==> src/rtl/bhpq_pkg.sv <==
// ----------------------------------------------------------------------------
// bhpq_pkg
// Shared types, constants and the control store of the heap priority queue.
// ----------------------------------------------------------------------------
`default_nettype none

package bhpq_pkg;

	localparam int BHPQ_CAPACITY   = 256;
	localparam int BHPQ_ENTRY_BITS = 64;
	localparam int FIELD_W         = 32;
	localparam int COUNT_W         = 9;

	typedef enum logic [1:0] {
		STAT_DONE  = 2'd0,
		STAT_EMPTY = 2'd1,
		STAT_FULL  = 2'd2
	} bhpq_status_t;

	typedef enum logic {
		KIND_PUSH = 1'b0,
		KIND_POP  = 1'b1
	} bhpq_kind_t;

	typedef struct packed {
		bhpq_kind_t         kind;
		logic [FIELD_W-1:0] key;
		logic [FIELD_W-1:0] payload;
	} bhpq_req_t;

	typedef struct packed {
		bhpq_status_t       status;
		logic [FIELD_W-1:0] popped_key;
		logic [FIELD_W-1:0] popped_payload;
		logic               top_valid;
		logic [FIELD_W-1:0] top_key;
		logic [FIELD_W-1:0] top_payload;
		logic [COUNT_W-1:0] entry_count;
	} bhpq_rsp_t;

	// Datapath actions, one per control word.
	typedef enum logic [3:0] {
		OP_NOP,
		OP_FETCH,
		OP_PUSH_INIT,
		OP_RD_PARENT,
		OP_UP_STEP,
		OP_PLACE,
		OP_POP_INIT,
		OP_LOAD_CUR,
		OP_RD_CHILD,
		OP_DN_STEP,
		OP_SET_FULL,
		OP_SET_EMPTY,
		OP_REPORT
	} bhpq_op_t;

	// Branch conditions; a taken branch loads the target, else advance.
	typedef enum logic [3:0] {
		C_NEXT,
		C_ALWAYS,
		C_NO_REQ,
		C_POP,
		C_FULL,
		C_EMPTY,
		C_LAST,
		C_IDX_ZERO,
		C_UP_MOVE,
		C_DN_MOVE,
		C_NO_CHILD,
		C_OUT_FREE
	} bhpq_cond_t;

	typedef enum logic [4:0] {
		ST_FETCH,
		ST_DISPATCH,
		ST_PUSH,
		ST_PUSH_INIT,
		ST_UP_TEST,
		ST_UP_CMP,
		ST_PLACE,
		ST_POP,
		ST_POP_INIT,
		ST_POP_LOAD,
		ST_DN_TEST,
		ST_DN_CMP,
		ST_DN_END,
		ST_FULL,
		ST_EMPTY,
		ST_REPORT,
		ST_REPORT_WAIT
	} bhpq_step_t;

	typedef struct packed {
		bhpq_op_t   op;
		bhpq_cond_t cond;
		bhpq_step_t target;
	} bhpq_uword_t;

	// Status seen by the sequencer when it resolves a branch.
	typedef struct packed {
		logic req_valid;
		logic is_pop;
		logic full;
		logic empty;
		logic last;
		logic idx_zero;
		logic up_move;
		logic dn_move;
		logic no_child;
		logic out_free;
	} bhpq_flags_t;

	// Control store: the whole push and pop program.
	function automatic bhpq_uword_t bhpq_ucode(input bhpq_step_t step);
		bhpq_uword_t uw;
		unique case (step)
			ST_FETCH:       uw = '{OP_FETCH,     C_NO_REQ,   ST_FETCH};
			ST_DISPATCH:    uw = '{OP_NOP,       C_POP,      ST_POP};
			ST_PUSH:        uw = '{OP_NOP,       C_FULL,     ST_FULL};
			ST_PUSH_INIT:   uw = '{OP_PUSH_INIT, C_NEXT,     ST_FETCH};
			ST_UP_TEST:     uw = '{OP_RD_PARENT, C_IDX_ZERO, ST_PLACE};
			ST_UP_CMP:      uw = '{OP_UP_STEP,   C_UP_MOVE,  ST_UP_TEST};
			ST_PLACE:       uw = '{OP_PLACE,     C_ALWAYS,   ST_REPORT};
			ST_POP:         uw = '{OP_NOP,       C_EMPTY,    ST_EMPTY};
			ST_POP_INIT:    uw = '{OP_POP_INIT,  C_LAST,     ST_REPORT};
			ST_POP_LOAD:    uw = '{OP_LOAD_CUR,  C_NEXT,     ST_FETCH};
			ST_DN_TEST:     uw = '{OP_RD_CHILD,  C_NO_CHILD, ST_PLACE};
			ST_DN_CMP:      uw = '{OP_DN_STEP,   C_DN_MOVE,  ST_DN_TEST};
			ST_DN_END:      uw = '{OP_NOP,       C_ALWAYS,   ST_PLACE};
			ST_FULL:        uw = '{OP_SET_FULL,  C_ALWAYS,   ST_REPORT};
			ST_EMPTY:       uw = '{OP_SET_EMPTY, C_NEXT,     ST_FETCH};
			ST_REPORT:      uw = '{OP_REPORT,    C_OUT_FREE, ST_FETCH};
			ST_REPORT_WAIT: uw = '{OP_NOP,       C_ALWAYS,   ST_REPORT};
			default:        uw = '{OP_NOP,       C_ALWAYS,   ST_FETCH};
		endcase
		return uw;
	endfunction

endpackage

`default_nettype wire

==> src/rtl/bhpq_seq.sv <==
// ----------------------------------------------------------------------------
// bhpq_seq
// Step counter and branch logic that walk the control store.
// ----------------------------------------------------------------------------
`default_nettype none

module bhpq_seq import bhpq_pkg::*; (
	input  wire logic        clk,
	input  wire logic        arst_n,
	input  wire bhpq_flags_t flags,
	output bhpq_uword_t      uw
);

	bhpq_step_t pc_q;
	logic       taken;

	assign uw = bhpq_ucode(pc_q);

	always_comb begin
		unique case (uw.cond)
			C_NEXT:     taken = 1'b0;
			C_ALWAYS:   taken = 1'b1;
			C_NO_REQ:   taken = !flags.req_valid;
			C_POP:      taken = flags.is_pop;
			C_FULL:     taken = flags.full;
			C_EMPTY:    taken = flags.empty;
			C_LAST:     taken = flags.last;
			C_IDX_ZERO: taken = flags.idx_zero;
			C_UP_MOVE:  taken = flags.up_move;
			C_DN_MOVE:  taken = flags.dn_move;
			C_NO_CHILD: taken = flags.no_child;
			C_OUT_FREE: taken = flags.out_free;
			default:    taken = 1'b1;
		endcase
	end

	always_ff @(posedge clk or negedge arst_n) begin
		if (!arst_n) begin
			pc_q <= ST_FETCH;
		end else if (taken) begin
			pc_q <= uw.target;
		end else begin
			pc_q <= bhpq_step_t'(pc_q + 1'b1);
		end
	end

endmodule

`default_nettype wire

==> config.mk <==
export PLATFORM = sky130hd
export DESIGN_NAME = bhpq_seq
export DESIGN_NICKNAME = d
export VERILOG_FILES = /design/src/rtl/bhpq_pkg.sv /design/src/rtl/bhpq_seq.sv
export SDC_FILE = /design/constraint.sdc
export NUM_CORES = 1
export LEC_CHECK = 0
export BUFFER_PORTS_ARGS = -buffer_cell sky130_fd_sc_hd__buf_2
export CAP_MARGIN = 0
export CORE_MARGIN = 1
export CORE_UTILIZATION = 45
export CTS_CLUSTER_SIZE = 24
export DETAILED_ROUTE_END_ITERATION = 7
export GPL_TIMING_DRIVEN = 0
export PLACE_DENSITY = 0.7
export SYNTH_ARGS = -nofsm -noshare
export SYNTH_HDL_FRONTEND = slang
export SYNTH_SLANG_ARGS = --single-unit
==> constraint.sdc <==
create_clock -name clk -period 8.9 [get_ports clk]
set_input_delay 0.89 -clock clk [delete_from_list [all_inputs] [get_ports clk]]
set_output_delay 0.89 -clock clk [all_outputs]
set_load 0.01 [all_outputs]
==> results.md <==
- The final net count is 169.
- The post-synthesis cell type with the largest combined area is sky130_fd_sc_hd__dfrtp_1.
- The root buffer cell chosen for the clock tree is sky130_fd_sc_hd__clkbuf_4.
- The largest single stage delay on the critical path is 0.43 ns.
- The pin count of the biggest net entering global routing is 11.
- The share of the Yosys chip area taken by registers is 0.134.
- The number of vias in the routed layout is 938.
- The most repeated library cell on the critical path is sky130_fd_sc_hd__mux2_4.
- The fmax is 0.309 GHz.
- After clock tree synthesis, the clock-pin slew on the worst setup and hold paths is 0.05 ns.
- The required arrival time at the worst endpoint is 9.02 ns.
- The level count of the clock H-tree is 1.
- Of the cells placed in the final design, the portion with a size suffix greater than 1 is 0.279.
- The clock drives 5 sinks.
- Synthesis inferred 5 register bits.
- The longest clock path from root to sink contains 2 buffers.
- The later-pin clock latency in the skew report is 0.25 ns.
- The placeable core region is 0.00196 sq mm.
- 25 I/O pins were placed.
- The number of global-route vias before repair came to 735.
- In the layout the commonest cells are 24 x sky130_fd_sc_hd__buf_2, 11 x sky130_fd_sc_hd__nand2_1, 10 x sky130_fd_sc_hd__inv_1, 9 x sky130_fd_sc_hd__a21oi_1, 9 x sky130_fd_sc_hd__ha_1.
- The hold-fix buffer count after cts is 0.
- The most used flip-flop cell after synthesis is sky130_fd_sc_hd__dfrtp_1.
- The arrival time reported for the critical path endpoint is 3.36 ns.
- The total routing resource utilization after global routing is 0.204.
- In this run the tightest slew margin relative to its limit is 0.504.
- The combined area of the multi-input logic cells is 714 sq um.
- The number of slew-limit violations in the final report is 0.
- The average cell area after synthesis is 7.76 sq um.
- More flip-flops sit in one register than any other, and that register is pc_q.
- Buffers added to address setup during post-CTS repair amount to 0.
- The number of nets with antenna violations after detailed routing is 0.
- The starting utilization of the core area is 0.474.
- The number of rows in the core area is 16.
- The first detailed-routing pass ran for 4 iterations.
- The largest registers in the layout are pc_q: 5 flops.
- The diode insertion count for antenna repair is 0.
- The total clock buffers created by CTS is 3.
- When the netlist entered floorplanning its net count stood at 141.
- The detailed router finished its first iteration with 18 violations.
- STA classifies the critical path startpoint as a flip-flop.
- The TritonCTS clock tree is yes.
- The count of fill cells added during filler insertion is 201.
- Counting flops with a built-in enable in the synthesized netlist gives 0.
- The critical path in this run is classified as reg -> reg.
- The aggregate global routing overflow is 0.
- The worst setup path is captured at a flip-flop.
- The critical path goes through buf_2 -> inv_1 -> ha_1 -> mux2_4 -> mux2i_2 -> mux2_1 -> a221o_1 -> a211oi_4 -> mux2_4.
- The classification of the worst-slack hold path is in -> async.
- Ranked by total cell area, the synthesized netlist is headed by sky130_fd_sc_hd__dfrtp_1 13%, sky130_fd_sc_hd__ha_1 12%, sky130_fd_sc_hd__mux2_4 8.1%, sky130_fd_sc_hd__a21oi_1 4.8%, sky130_fd_sc_hd__a211oi_1 4.8%.
- The initial antenna violation count came to 0.
- The final critical delay including setup and external delays is 3.24 ns.
- Across the run, the number of max-cap violations was 0.
- The Yosys step of the flow raised 0 warnings.
- The area growth from synthesis to layout is 18.8%.
- The post-cts gate resize count is 0.
- The slew at the pin closest to its max-slew limit is 0.726 ns.
- Port buffering added 23 buffers.
- The async set-or-reset flop fraction in the synthesized netlist is 1.00.
- The proportion of netlist area held by the largest area contributor is 0.134.
- The final number of hold-violating endpoints is 0.
- The cell count after synthesis came out at 120.
- The aggregate negative setup slack is 0 ns.
- The most common cell after layout, fill and taps aside is sky130_fd_sc_hd__buf_2.
- The wire length per cell is 12.9 um.
- The die is 47.5 um wide.
- The core occupancy in the finished layout is 0.564.
- The slowest cell on the critical path is sky130_fd_sc_hd__a211oi_4.
- The worst hold margin is 0.448 ns.
- The first global-routing pass estimated 3.22 mm of wire.
- Dividing the final minimum period by the clock period gives 0.364.
- The die is 47.5 um tall.
- The detailed-route vias per instance is 5.39.
- Counting cells, the worst reg-to-reg path comes to 9.
- The die covers 0.00225 sq mm.
- Along the worst path, the maximum fanout reaches 8.
- The post-synthesis cell type count is 40.
- The detailed-placement wirelength estimate is 1.72 mm.
- In the final layout, flip-flops and latches occupy 125 sq um.
- The register with the most flip-flops in the layout has 5 of them.
- The wire length reported by the detailed router is 2.25 mm.
- Setup repair after global routing left no endpoint under its margin.
- The congestion estimate from routability-driven global placement came to 0.884.
- Setup violations remaining at the end of the flow were counted as 0.
- The DRC violation count after routing is 0.
- The area of the mapped netlist is 931 sq um.
- The run finished with clean final reports.
- Across the routed clock network, the largest skew measured is 0.00677 ns.
per-layer routing:
layer | part of all wire | up-vias | GRT usage
met4 | 0.019 | 0 | 0.103
met3 | 0.019 | 4 | 0.0113
li1 | - | 476 | -
met1 | 0.48 | 438 | 0.282
met2 | 0.48 | 20 | 0.321
met5 | 0 | - | 0
stage by stage:
stage	std cells	area, sq um	setup slack (ns)
after floorplan	120	931	6.04
after global placement	170	1080	5.71
after detailed placement	170	1080	5.68
after CTS	174	1110	5.67
after global routing	174	1110	5.53
final	174	1110	5.66
cell usage after synthesis, types with 3 or more instances:
cell type	instances
sky130_fd_sc_hd__o21ai_0	6
sky130_fd_sc_hd__ha_1	9
sky130_fd_sc_hd__nor2_1	8
sky130_fd_sc_hd__mux2_4	5
sky130_fd_sc_hd__a211oi_1	6
sky130_fd_sc_hd__inv_1	10
sky130_fd_sc_hd__mux2i_1	3
sky130_fd_sc_hd__clkbuf_1	6
sky130_fd_sc_hd__a21oi_1	9
sky130_fd_sc_hd__nand2b_1	3
sky130_fd_sc_hd__dfrtp_1	5
sky130_fd_sc_hd__nor2b_1	3
sky130_fd_sc_hd__nand2_1	11
worst max-delay path: cells and delay by family, from the launching register on:
kind                     cells  cell delay (ns)
multiplexers                 4             1.35
AO/OA/AOI/OAI                2             0.77
flip-flops                   1             0.40
buffers and inverters        2             0.36
adder cells (fa/ha/maj)      1             0.23
final timing paths:
check	from	to	slack [ns]
min in group clk	pc_q[0]$_DFF_PN0_	pc_q[0]$_DFF_PN0_	0.91
hold / removal	arst_n	pc_q[3]$_DFF_PN0_	0.45
max in group asynchronous	arst_n	pc_q[2]$_DFF_PN0_	8.32
hold reg to reg	pc_q[0]$_DFF_PN0_	pc_q[0]$_DFF_PN0_	0.91
setup / recovery	pc_q[1]$_DFF_PN0_	pc_q[2]$_DFF_PN0_	5.66
setup reg to reg	pc_q[1]$_DFF_PN0_	pc_q[2]$_DFF_PN0_	5.66
kinds of logic after synthesis:
kind of cell | synth area share
compound gates | 0.251
simple gates | 0.196
xor+xnor | 0.0282
flops | 0.134
buf+inv | 0.0981
fa+ha+maj | 0.121
other cells | 0.00403
mux | 0.167
final cells by class:
class | instances | area share
Multi-Input combinational cell | 95 | 0.646
Sequential cell | 5 | 0.113
Timing Repair Buffer | 23 | 0.104
Buffer | 10 | 0.0486
Inverter | 10 | 0.0339
Tap cell | 27 | 0.0305
Clock buffer | 4 | 0.0238
Power is left out: the tool's default activity adds up to more than one toggle a clock period on the data nets, which glitch-free logic cannot reach.
